File: src/hdl/omtc_pkg.sv
package omtc_pkg;

  localparam int WORD_BITS  = 32;
  localparam int TYPE_BITS  = 8;
  localparam int CFG_IDX_W  = 1;
  localparam int CFG_DATA_W = 8;

  // Request action codes
  localparam logic [1:0] ACT_LOAD   = 2'd0;
  localparam logic [1:0] ACT_CLEAR  = 2'd1;
  localparam logic [1:0] ACT_DECODE = 2'd2;

  // Configuration register indexes
  localparam logic [CFG_IDX_W-1:0] CFG_TARGET_TYPE  = 1'b0;
  localparam logic [CFG_IDX_W-1:0] CFG_OPCODE_COUNT = 1'b1;

  typedef struct packed {
    logic [1:0]           action;
    logic [5:0]           entry_index;
    logic [WORD_BITS-1:0] entry_mask;
    logic [WORD_BITS-1:0] entry_value;
    logic [TYPE_BITS-1:0] entry_type;
    logic [WORD_BITS-1:0] entry_arg_mask;
    logic [WORD_BITS-1:0] instr_word;
  } in_item_t;

  typedef struct packed {
    logic                 matched;
    logic [5:0]           match_index;
    logic                 is_target;
    logic [WORD_BITS-1:0] target_address;
    logic                 added;
    logic [7:0]           list_index;
    logic                 list_full;
  } out_item_t;

  typedef struct packed {
    logic [WORD_BITS-1:0] mask;
    logic [WORD_BITS-1:0] value;
    logic [TYPE_BITS-1:0] etype;
    logic [WORD_BITS-1:0] arg_mask;
  } tbl_entry_t;

  // Controller to datapath
  typedef struct packed {
    logic accept;
    logic tscan;
    logic lscan;
    logic append;
    logic finish;
  } ctrl_cmd_t;

  // Datapath to controller
  typedef struct packed {
    logic is_decode;
    logic tbl_hit;
    logic tbl_miss;
    logic is_target;
    logic lst_hit;
    logic lst_miss;
    logic out_free;
  } dp_stat_t;

endpackage

File: src/hdl/omtc_ctrl.sv
module omtc_ctrl
  import omtc_pkg::*;
(
  input  logic      clk,
  input  logic      rst_n,
  input  logic      in_valid,
  output logic      in_ready,
  input  dp_stat_t  stat,
  output ctrl_cmd_t cmd
);

  typedef enum logic [5:0] {
    S_IDLE      = 6'b000001,
    S_TBL_SCAN  = 6'b000010,
    S_TBL_CHECK = 6'b000100,
    S_LST_SCAN  = 6'b001000,
    S_APPEND    = 6'b010000,
    S_FINISH    = 6'b100000
  } state_t;

  state_t state_r, state_nxt;

  assign in_ready = (state_r == S_IDLE);

  always_comb begin
    state_nxt  = state_r;
    cmd        = '0;
    cmd.accept = in_valid && (state_r == S_IDLE);
    cmd.tscan  = (state_r == S_TBL_SCAN);
    cmd.lscan  = (state_r == S_LST_SCAN);
    cmd.append = (state_r == S_APPEND);
    cmd.finish = (state_r == S_FINISH) && stat.out_free;
    unique case (state_r)
      S_IDLE: begin
        if (in_valid) begin
          state_nxt = stat.is_decode ? S_TBL_SCAN : S_FINISH;
        end
      end
      S_TBL_SCAN: begin
        if (stat.tbl_hit) begin
          state_nxt = S_TBL_CHECK;
        end else if (stat.tbl_miss) begin
          state_nxt = S_FINISH;
        end
      end
      S_TBL_CHECK: begin
        state_nxt = stat.is_target ? S_LST_SCAN : S_FINISH;
      end
      S_LST_SCAN: begin
        if (stat.lst_hit) begin
          state_nxt = S_FINISH;
        end else if (stat.lst_miss) begin
          state_nxt = S_APPEND;
        end
      end
      S_APPEND: begin
        state_nxt = S_FINISH;
      end
      S_FINISH: begin
        if (stat.out_free) begin
          state_nxt = S_IDLE;
        end
      end
      default: begin
        state_nxt = S_IDLE;
      end
    endcase
  end

  always_ff @(posedge clk) begin
    if (!rst_n) begin
      state_r <= S_IDLE;
    end else begin
      state_r <= state_nxt;
    end
  end

endmodule

File: config.mk
export PLATFORM = sky130hd
export DESIGN_NAME = omtc_ctrl
export DESIGN_NICKNAME = d
export VERILOG_FILES = /design/src/hdl/omtc_pkg.sv /design/src/hdl/omtc_ctrl.sv
export SDC_FILE = /design/constraint.sdc
export NUM_CORES = 1
export LEC_CHECK = 0
export ABC_CLOCK_PERIOD_IN_PS = 1700
export BUFFER_PORTS_ARGS = -buffer_cell sky130_fd_sc_hd__buf_4
export CAP_MARGIN = 10
export CORE_AREA = 2 2 42 44
export DETAILED_ROUTE_END_ITERATION = 8
export DIE_AREA = 0 0 44 46
export PLACE_DENSITY = 0.49
export SLEW_MARGIN = 20
export SYNTH_ARGS = -nofsm -noshare
export SYNTH_HDL_FRONTEND = slang
export SYNTH_SLANG_ARGS = --single-unit
File: constraint.sdc
create_clock -name clk -period 1.7 [get_ports clk]
set_input_delay 0.425 -clock clk [delete_from_list [all_inputs] [get_ports clk]]
set_output_delay 0.425 -clock clk [all_outputs]
set_load 0.005 [all_outputs]
==> results_dict.tcl, run 1 <==
set metrics [dict create \
    status "finished, violations left" \
    failed_checks "setup timing" \
    worst_pin_slew_ns 0.3857 \
    synth_edf_count 0 \
    wl_mm 1.332 \
    layout_min_cycle_time_ns 1.895 \
    drcViolationCount 0 \
    cts_buffer_depth 2 \
    ys_ff_latch 6 \
    cp-startpoint "state_r[3]" \
    num_vias 529 \
    row_count 15 \
    critPathRequiredTime_ns 1.27 \
    grt_pass1_vias 486 \
    ios 16 \
    r2r_end "state_r[4]" \
    fin_worst_skew_ns 0.006549 \
    r2r_slack_ns -0.08 \
    final_common_cell "buf_4" \
    core_area_um2 1614 \
    maxCapViolCount 0 \
    maxSlewViolCount 0 \
    finalCritPeriodShare_pct 111.5 \
    end_kind "output port" \
    top_register "state_r" \
    min_from "rst_n" \
    drive_above_1_share_pct 58.33 \
    wire_per_inst_um 13.19 \
    placed_cell_area_um2 653.1 \
    synth_cells 51 \
    io_buffers 15 \
    cts_tree "done" \
    cp_data_arrival_time_ns 1.47 \
    syn2layout_area_growth_pct 74.21 \
    start_kind "flop" \
    overflow 0 \
    peakVddDrop_uv 321.4 \
    seq_area_frac_synth_pct 27.51 \
    initial_core_util_pct 27.05 \
    routabilityCongestion 0.7821 \
    antenna_found_initial 0 \
    numCtsBuffers 3 \
    cts_num_sinks 6 \
    grtUsageTotal_pct 15.05 \
    synthTopCellsByArea "dfxtp_1 28%, nor4b_1 6.0%, nor2_1 5.2%" \
    max_freq_mhz 527.8 \
    final_area_um2 760.7 \
    avgSynthCellArea_um2 8.562 \
    ctsHoldBuffers 0 \
    first_iter_violations 2 \
    setup_tns_ns -0.8166 \
    hold_viol 0 \
    synth_fp_nets 61 \
    dp_hpwl_mm 1.022 \
    yosysWarnings 0 \
    clkTransAtPathRegs_ns 0.05 \
    die_h_um 46 \
    setup_violations 9 \
    clk_latency_ns 0.24 \
    grt_max_degree 9 \
    power_uw 555.6 \
    fin_ws_ns -0.1947 \
    ys.flop_type "dfxtp_1" \
    dieArea_um2 2024 \
    async_flop_share_pct 0 \
    drt_first_pass_iters 4 \
    top_regs "state_r: 6 flops" \
    synth_top_area_cell "dfxtp_1" \
    antenna_cells 0 \
    endpoint "cmd[0]" \
    clockRootBuffer "clkbuf_4" \
    path_class "flop to output port" \
    rsz0062_at_grt "true" \
    p_per_area_nw_per_um2 730.3 \
    largest_register_ffs 6 \
    grt_pass1_wl_mm 2.152 \
    slew_headroom_pct 73.93 \
    r2r_start "state_r[3]" \
    viasPerCell 5.238 \
    critPathMaxFanout 2 \
    synth_top_area_share_pct 27.51 \
    htree_levels 1 \
    rr_worst_depth 6 \
    power_leakage_nw 0.3202 \
    netlist_area_um2 436.7 \
    synth_cell_type_count 28 \
    die-width_um 44 \
    drtAntennaViolNets 0 \
    holdCritPathClass "primary input to flop" \
    nNetsFinal 96 \
    mostFrequentLayoutCells "25 x buf_4, 5 x buf_6, 4 x dfxtp_2" \
    hold_slack_ns 0.4149 \
]
worst min-delay path by stage:
stage / to / slack, ns / depth (start not counted)
floorplan: state_r[0] / 0.50 / 1
global placement: state_r[3] / 0.66 / 3
detailed placement: state_r[0] / 0.66 / 2
CTS: state_r[0] / 0.41 / 2
global route: state_r[0] / 0.41 / 2
finish: state_r[0] / 0.41 / 2
kinds of logic (layout without fill, tap and decap cells):
logic type             Yosys count  in the layout  synth area share, %
XOR/XNOR                         1              1                2.006
AO/OA/AOI/OAI                    6              6                10.32
buffers and inverters            3             36                2.579
AND/OR/NAND/NOR                 35             35                57.60
flip-flops                       6              6                27.51
power by group:
part | switching [mW] | internal [mW] | total [mW]
logic | 0.101 | 0.154 | 0.255
registers | 0.0145 | 0.155 | 0.169
clock network | 0.0512 | 0.0799 | 0.131
total | 0.167 | 0.389 | 0.556
critical path: stages (launching register included):
cell and delay, ns:
dfxtp_1 0.33, or4_4 0.53, nor4b_2 0.22, buf_4 0.15
per-layer routing:
metal / vias up / wire [µm] / track usage [%]
li1: 269 / - / -
met1: 239 / 588 / 17.69
met2: 21 / 634 / 24.71
met3: 0 / 109 / 7.143
met4: 0 / 0 / 3.636
met5: - / 0 / 0
layout make-up:
| type | count | area, µm² |
|---|---|---|
| fill | 167 | 853.3 |
| multi-input combinational | 42 | 336.6 |
| timing repair buffer | 30 | 244.0 |
| sequential | 6 | 125.1 |
| clock buffer | 3 | 22.52 |
| tap | 17 | 21.27 |
| inverter | 3 | 11.26 |
cells in the mapped netlist (2+ instances only):
| cell | number |
|---|---|
| dfxtp_1 | 6 |
| nor2_1 | 6 |
| inv_1 | 3 |
| nand2_1 | 3 |
| nor4b_1 | 3 |
| or4_1 | 3 |
| and4b_1 | 2 |
| nand2b_1 | 2 |
| nand3b_1 | 2 |
| nand4b_1 | 2 |
| nor3_2 | 2 |
stage by stage:
stage          setup WS (ns)  util, %  std cells
6_report             -0.1947    47.13        101
5_1_grt              -0.2413    47.13        101
4_1_cts              -0.1859    43.49         97
3_5_place_dp         0.01755    40.47         94
3_3_place_gp         0.01236    40.47         94
2_1_floorplan        0.04773        -         51
what timing repair did:
action	CTS	global route
pin swaps	1	4
endpoints found under the hold margin	0	0
buffers inserted	0	4
endpoints found under the setup margin	4	10
gates resized for setup	6	11
gates cloned	0	0
Note: power is estimated with default switching activity, not from simulation.
==> run 2: changes to the inputs <==
- SETUP_SLACK_MARGIN: default -> 0.2
==> run 2 against run 1 <==
Effect of this change:
- the flow still finishes with violations (setup timing)
- clock-buffer cell count is the same
- final cell count is 2.0% higher
- non-clock buffer count increased by 2
- critical path depth did not move
- via count up 6.6%
- wire length increased by 24%
- worst setup slack got worse by 0.047 ns
- global-route usage is 3.9 points higher
- first-iteration DRC count increased to 6.0 times the previous value
- power grew 6.2%
- sequential power about the same
- largest cell class unchanged
- largest power group unchanged
==> results_dict.tcl, run 2 (same netlist as run 1, synthesis figures left out) <==
set metrics [dict create \
    place_ws_ns -0.02449 \
    rsz0062_at_grt "true" \
    fin_worst_skew_ns 0.002554 \
    wl_mm 1.658 \
    grt_max_degree 9 \
    cp_data_arrival_time_ns 1.52 \
    top_register "state_r" \
    crit_path_cell_trace "or4_4 > nor4b_4 > buf_4" \
    grtUsageTotal_pct 19.00 \
    p_comb_share_pct 47.8 \
    power_uw 589.8 \
    num-fill-cells 160 \
    num_vias 564 \
    drive_above_1_share_pct 63.95 \
    path_class "flop to output port" \
    clkTransAtPathRegs_ns 0.05 \
    hold_viol 0 \
    drcViolationCount 0 \
    io_buffers 15 \
    finalCritPeriodShare_pct 114.2 \
    clk_latency_ns 0.25 \
    first_iter_violations 12 \
    antenna_cells 0 \
    hold_slack_ns 0.4182 \
    cts_num_sinks 6 \
    row_count 15 \
    p_per_area_nw_per_um2 720.7 \
    crit_family "simple AND/OR/NAND/NOR gates" \
    slew_headroom_pct 71.06 \
    worst_pin_slew_ns 0.4280 \
    mostFrequentLayoutCells "28 x buf_4, 4 x nor2_1, 4 x buf_6, 4 x dfxtp_2" \
    cts_buffer_depth 2 \
    maxCapViolCount 0 \
    top_layer "met4" \
    drtAntennaViolNets 0 \
    dieArea_um2 2024 \
    layout_min_cycle_time_ns 1.941 \
    antenna_found_initial 0 \
    top_regs "state_r: 6 flops" \
    max_freq_mhz 515.1 \
    core_area_um2 1614 \
    fin_ws_ns -0.2413 \
    grt_pass1_vias 574 \
    power_leakage_nw 0.3461 \
    die_h_um 46 \
    routabilityCongestion 0.7368 \
    start_kind "flop" \
    failed_checks "setup timing" \
    seqPwrFrac_pct 28.6 \
    wire_per_inst_um 16.10 \
    p_int_uw 391.6 \
    clockPowerShare_pct 23.6 \
    clockRootBuffer "clkbuf_4" \
    largest_register_ffs 6 \
    drt_first_pass_iters 4 \
    crit_buf_inv 1 \
    die-width_um 44 \
    final_common_cell "buf_4" \
    switching_share_pct 33.60 \
    critPathRequiredTime_ns 1.27 \
    wl_met1_um 645 \
    power.switching_uw 198.1 \
    end_kind "output port" \
    ios 16 \
    overflow 0 \
    met3_length_um 98 \
    cts_tree "done" \
    peakVddDrop_uv 310.9 \
    holdCritPathClass "primary input to flop" \
    wl_met2_um 892 \
    status "finished, violations left" \
    dp_hpwl_mm 1.096 \
    crit_slowest_cell "or4_4" \
    nNetsFinal 98 \
    setup_tns_ns -1.575 \
    viasPerCell 5.476 \
    initial_core_util_pct 27.05 \
    htree_levels 1 \
    critPathMaxFanout 6 \
    maxSlewViolCount 0 \
    worst_path_largest_cell_delay_ns 0.52 \
    syn2layout_area_growth_pct 87.39 \
    grt_pass1_wl_mm 2.663 \
    numCtsBuffers 3 \
    setup_violations 10 \
    ctsHoldBuffers 0 \
]
run 2: per-layer routing:
metal / track usage [%] / vias to the layer above
li1: - / 271
met1: 19.10 / 268
met2: 34.41 / 21
met3: 5.159 / 4
met4: 12.12 / 0
met5: 0 / -
run 2: area by class of cell:
cell class	count	area (µm²)	area share, %
Clock buffer	3	22.52	2.752
Inverter	3	11.26	1.376
Tap cell	17	21.27	2.599
Multi-Input combinational cell	42	375.4	45.87
Sequential cell	6	132.6	16.21
Timing Repair Buffer	32	255.2	31.19
run 2: worst min-delay path: stages:
cell and delay, ns:
buf_4 0.08, inv_1 0.04, nand2_1 0.05, nor4_1 0.04
run 2: final timing paths:
| check | from | to | slack (ns) | depth (start not counted) |
|---|---|---|---|---|
| worst min register to register | state_r[4] | state_r[3] | 0.63 | 2 |
| worst min-delay path | stat[2] | state_r[4] | 0.42 | 4 |
| worst max-delay path | state_r[4] | cmd[0] | -0.24 | 3 |
| worst max register to register | state_r[4] | state_r[1] | -0.18 | 6 |
run 2: power by group through the flow:
stage	Clock (mW)	Combinational (mW)	Sequential, mW
final	0.139	0.282	0.169
after CTS	0.142	0.256	0.168
after global routing	0.152	0.302	0.170
after detailed placement	0	0.213	0.168
after global placement	0	0.211	0.170
after floorplan	0	0.104	0.173
run 2: what timing repair did:
item	4_1_cts	5_1_grt
gates resized for setup	10	9
buffers inserted	6	3
pin swaps	5	0
cloned	0	0
endpoints found under the setup margin	11	11
endpoints found under the hold margin	0	0
run 2: through the flow:
stage | util (%) | std cells | instance area (µm²)
2_1_floorplan | - | 51 | 457.9
3_3_place_gp | 40.39 | 91 | 651.9
3_5_place_dp | 40.39 | 91 | 651.9
4_1_cts | 47.29 | 100 | 763.2
5_1_grt | 50.70 | 103 | 818.3
6_report | 50.70 | 103 | 818.3
==> run 3: changes to the inputs <==
- PLACE_DENSITY: 0.49 -> 0.46
==> run 3 against run 2 <==
Effect of this change:
- the flow still finishes with violations (setup timing)
- sequential share of layout area grew 0.068 points
- final cell count shrank 1.9%
- die area did not move
- hold slack worse by 0.011 ns
- clock power shrank 5%
- wire length is 15% lower
- critical path depth increased by 1
- first-iteration DRC count is 42% lower
- register-to-register slack improved by 0.19 ns
- highest routed layer is now met3
==> results_dict.tcl, run 3 (same netlist as run 1, synthesis figures left out) <==
set metrics [dict create \
    worst_pin_slew_ns 0.3332 \
    crit_buf_inv 2 \
    grt_pass1_wl_mm 2.228 \
    busiest_layer "met2" \
    cp_data_arrival_time_ns 1.53 \
    clkTransAtPathRegs_ns 0.05 \
    grt_pass1_vias 511 \
    clk_latency_ns 0.25 \
    io_buffers 15 \
    numCtsBuffers 3 \
    crit_slowest_cell "or4_4" \
    rsz0062_at_grt "true" \
    p_per_area_nw_per_um2 718.5 \
    crit_family "simple AND/OR/NAND/NOR gates" \
    crit_path_cell_trace "or4_4 > buf_4 > nor2_4 > buf_4" \
    drcViolationCount 0 \
    critPathMaxFanout 3 \
    dieArea_um2 2024 \
    cts_buffer_depth 2 \
    wl_mm 1.407 \
    hold_viol 0 \
    cp_common_cell "buf_4" \
    placed_cell_area_um2 679.4 \
    num_vias 540 \
    die_h_um 46 \
    syn2layout_area_growth_pct 83.09 \
    path_class "flop to output port" \
    max_freq_mhz 512.1 \
    core_area_um2 1614 \
    finish.utilization_pct 49.53 \
    top_register "state_r" \
    largest_register_ffs 6 \
    fin_worst_skew_ns 0.008021 \
    routabilityCongestion 0.7583 \
    start_kind "flop" \
    dp_hpwl_mm 1.026 \
    grt_use_met1_pct 18.40 \
    peakVddDrop_uv 303.9 \
    wire_per_inst_um 13.93 \
    antenna_cells 0 \
    worst_path_largest_cell_delay_ns 0.57 \
    final_area_um2 799.5 \
    holdCritPathClass "primary input to flop" \
    cts_tree "done" \
    end_kind "output port" \
    failed_checks "setup timing" \
    use_met2_pct 26.18 \
    clockRootBuffer "clkbuf_4" \
    fin_ws_ns -0.2528 \
    maxSlewViolCount 0 \
    first_iter_violations 7 \
    cts_num_sinks 6 \
    mostFrequentLayoutCells "27 x buf_4, 5 x dfxtp_2" \
    drtAntennaViolNets 0 \
    drive_above_1_share_pct 60.71 \
    grtUsageMet3_pct 5.159 \
    multi_input_area_um2 369.1 \
    die-width_um 44 \
    overflow 0 \
    nNetsFinal 96 \
    slew_headroom_pct 77.47 \
    htree_levels 1 \
    status "finished, violations left" \
    row_count 15 \
    critPathRequiredTime_ns 1.27 \
    ios 16 \
    viasPerCell 5.347 \
    antenna_found_initial 0 \
    drt_first_pass_iters 2 \
    seq_area_um2 130.1 \
    power_leakage_nw 0.3304 \
    finalCritPeriodShare_pct 114.9 \
    initial_core_util_pct 27.05 \
    layout_min_cycle_time_ns 1.953 \
    num-fill-cells 171 \
    top_regs "state_r: 6 flops" \
    r2r_start "state_r[0]" \
    setup_violations 3 \
    min_from "rst_n" \
    cp-startpoint "state_r[0]" \
    maxCapViolCount 0 \
    grt_max_degree 9 \
    final_common_cell "buf_4" \
    grtUsageTotal_pct 15.30 \
]
run 3: changes by cell type in the layout (fill, tap and decap cells not counted), sizes merged:
cell  previous run  this run
buf             32        30
run 3: where the power goes:
part           internal, mW  total [mW]  switching, mW
clock                0.0799       0.132         0.0517
combinational         0.160       0.274          0.114
sequential            0.154       0.169         0.0151
run 3: what timing repair did:
action                                 4_1_cts  5_1_grt
pin swaps                                    2        4
resized for setup                            7        7
setup endpoints to repair                   11       11
setup buffers                                2        3
hold buffers                                 0        0
endpoints found under the hold margin        0        0
run 3: cell type report:
type	count	share of cell area [%]
timing repair buffer	30	30.67
tap	17	2.660
multi-input combinational	42	46.17
sequential	6	16.28
inverter	3	1.408
clock buffer	3	2.817
run 3: stage by stage:
stage | setup TNS, ns | hold WS (ns) | worst slack, ns | power [mW] | cells
after floorplan | 0 | 0.5033 | 0.1472 | 0.2767 | 51
after global placement | 0 | 0.6502 | 0.02572 | 0.3803 | 93
after detailed placement | 0 | 0.6602 | 0.03767 | 0.3778 | 93
after CTS | -0.5961 | 0.3984 | -0.2418 | 0.5458 | 98
after global routing | -0.8897 | 0.4047 | -0.3026 | 0.6112 | 101
final | -0.5600 | 0.4072 | -0.2528 | 0.5744 | 101
run 3: per-layer routing:
layer	share of wire, %	routed length [µm]
met1	43	607
met2	51	715
met3	5.9	83
met4	0	0
met5	0	0
run 3: final timing paths:
path              slack (ns)  depth (start not counted)         end
hold / removal          0.41                          2  state_r[0]
setup reg to reg        0.01                          5  state_r[4]
hold reg to reg         0.67                          3  state_r[3]
setup / recovery       -0.25                          4      cmd[3]
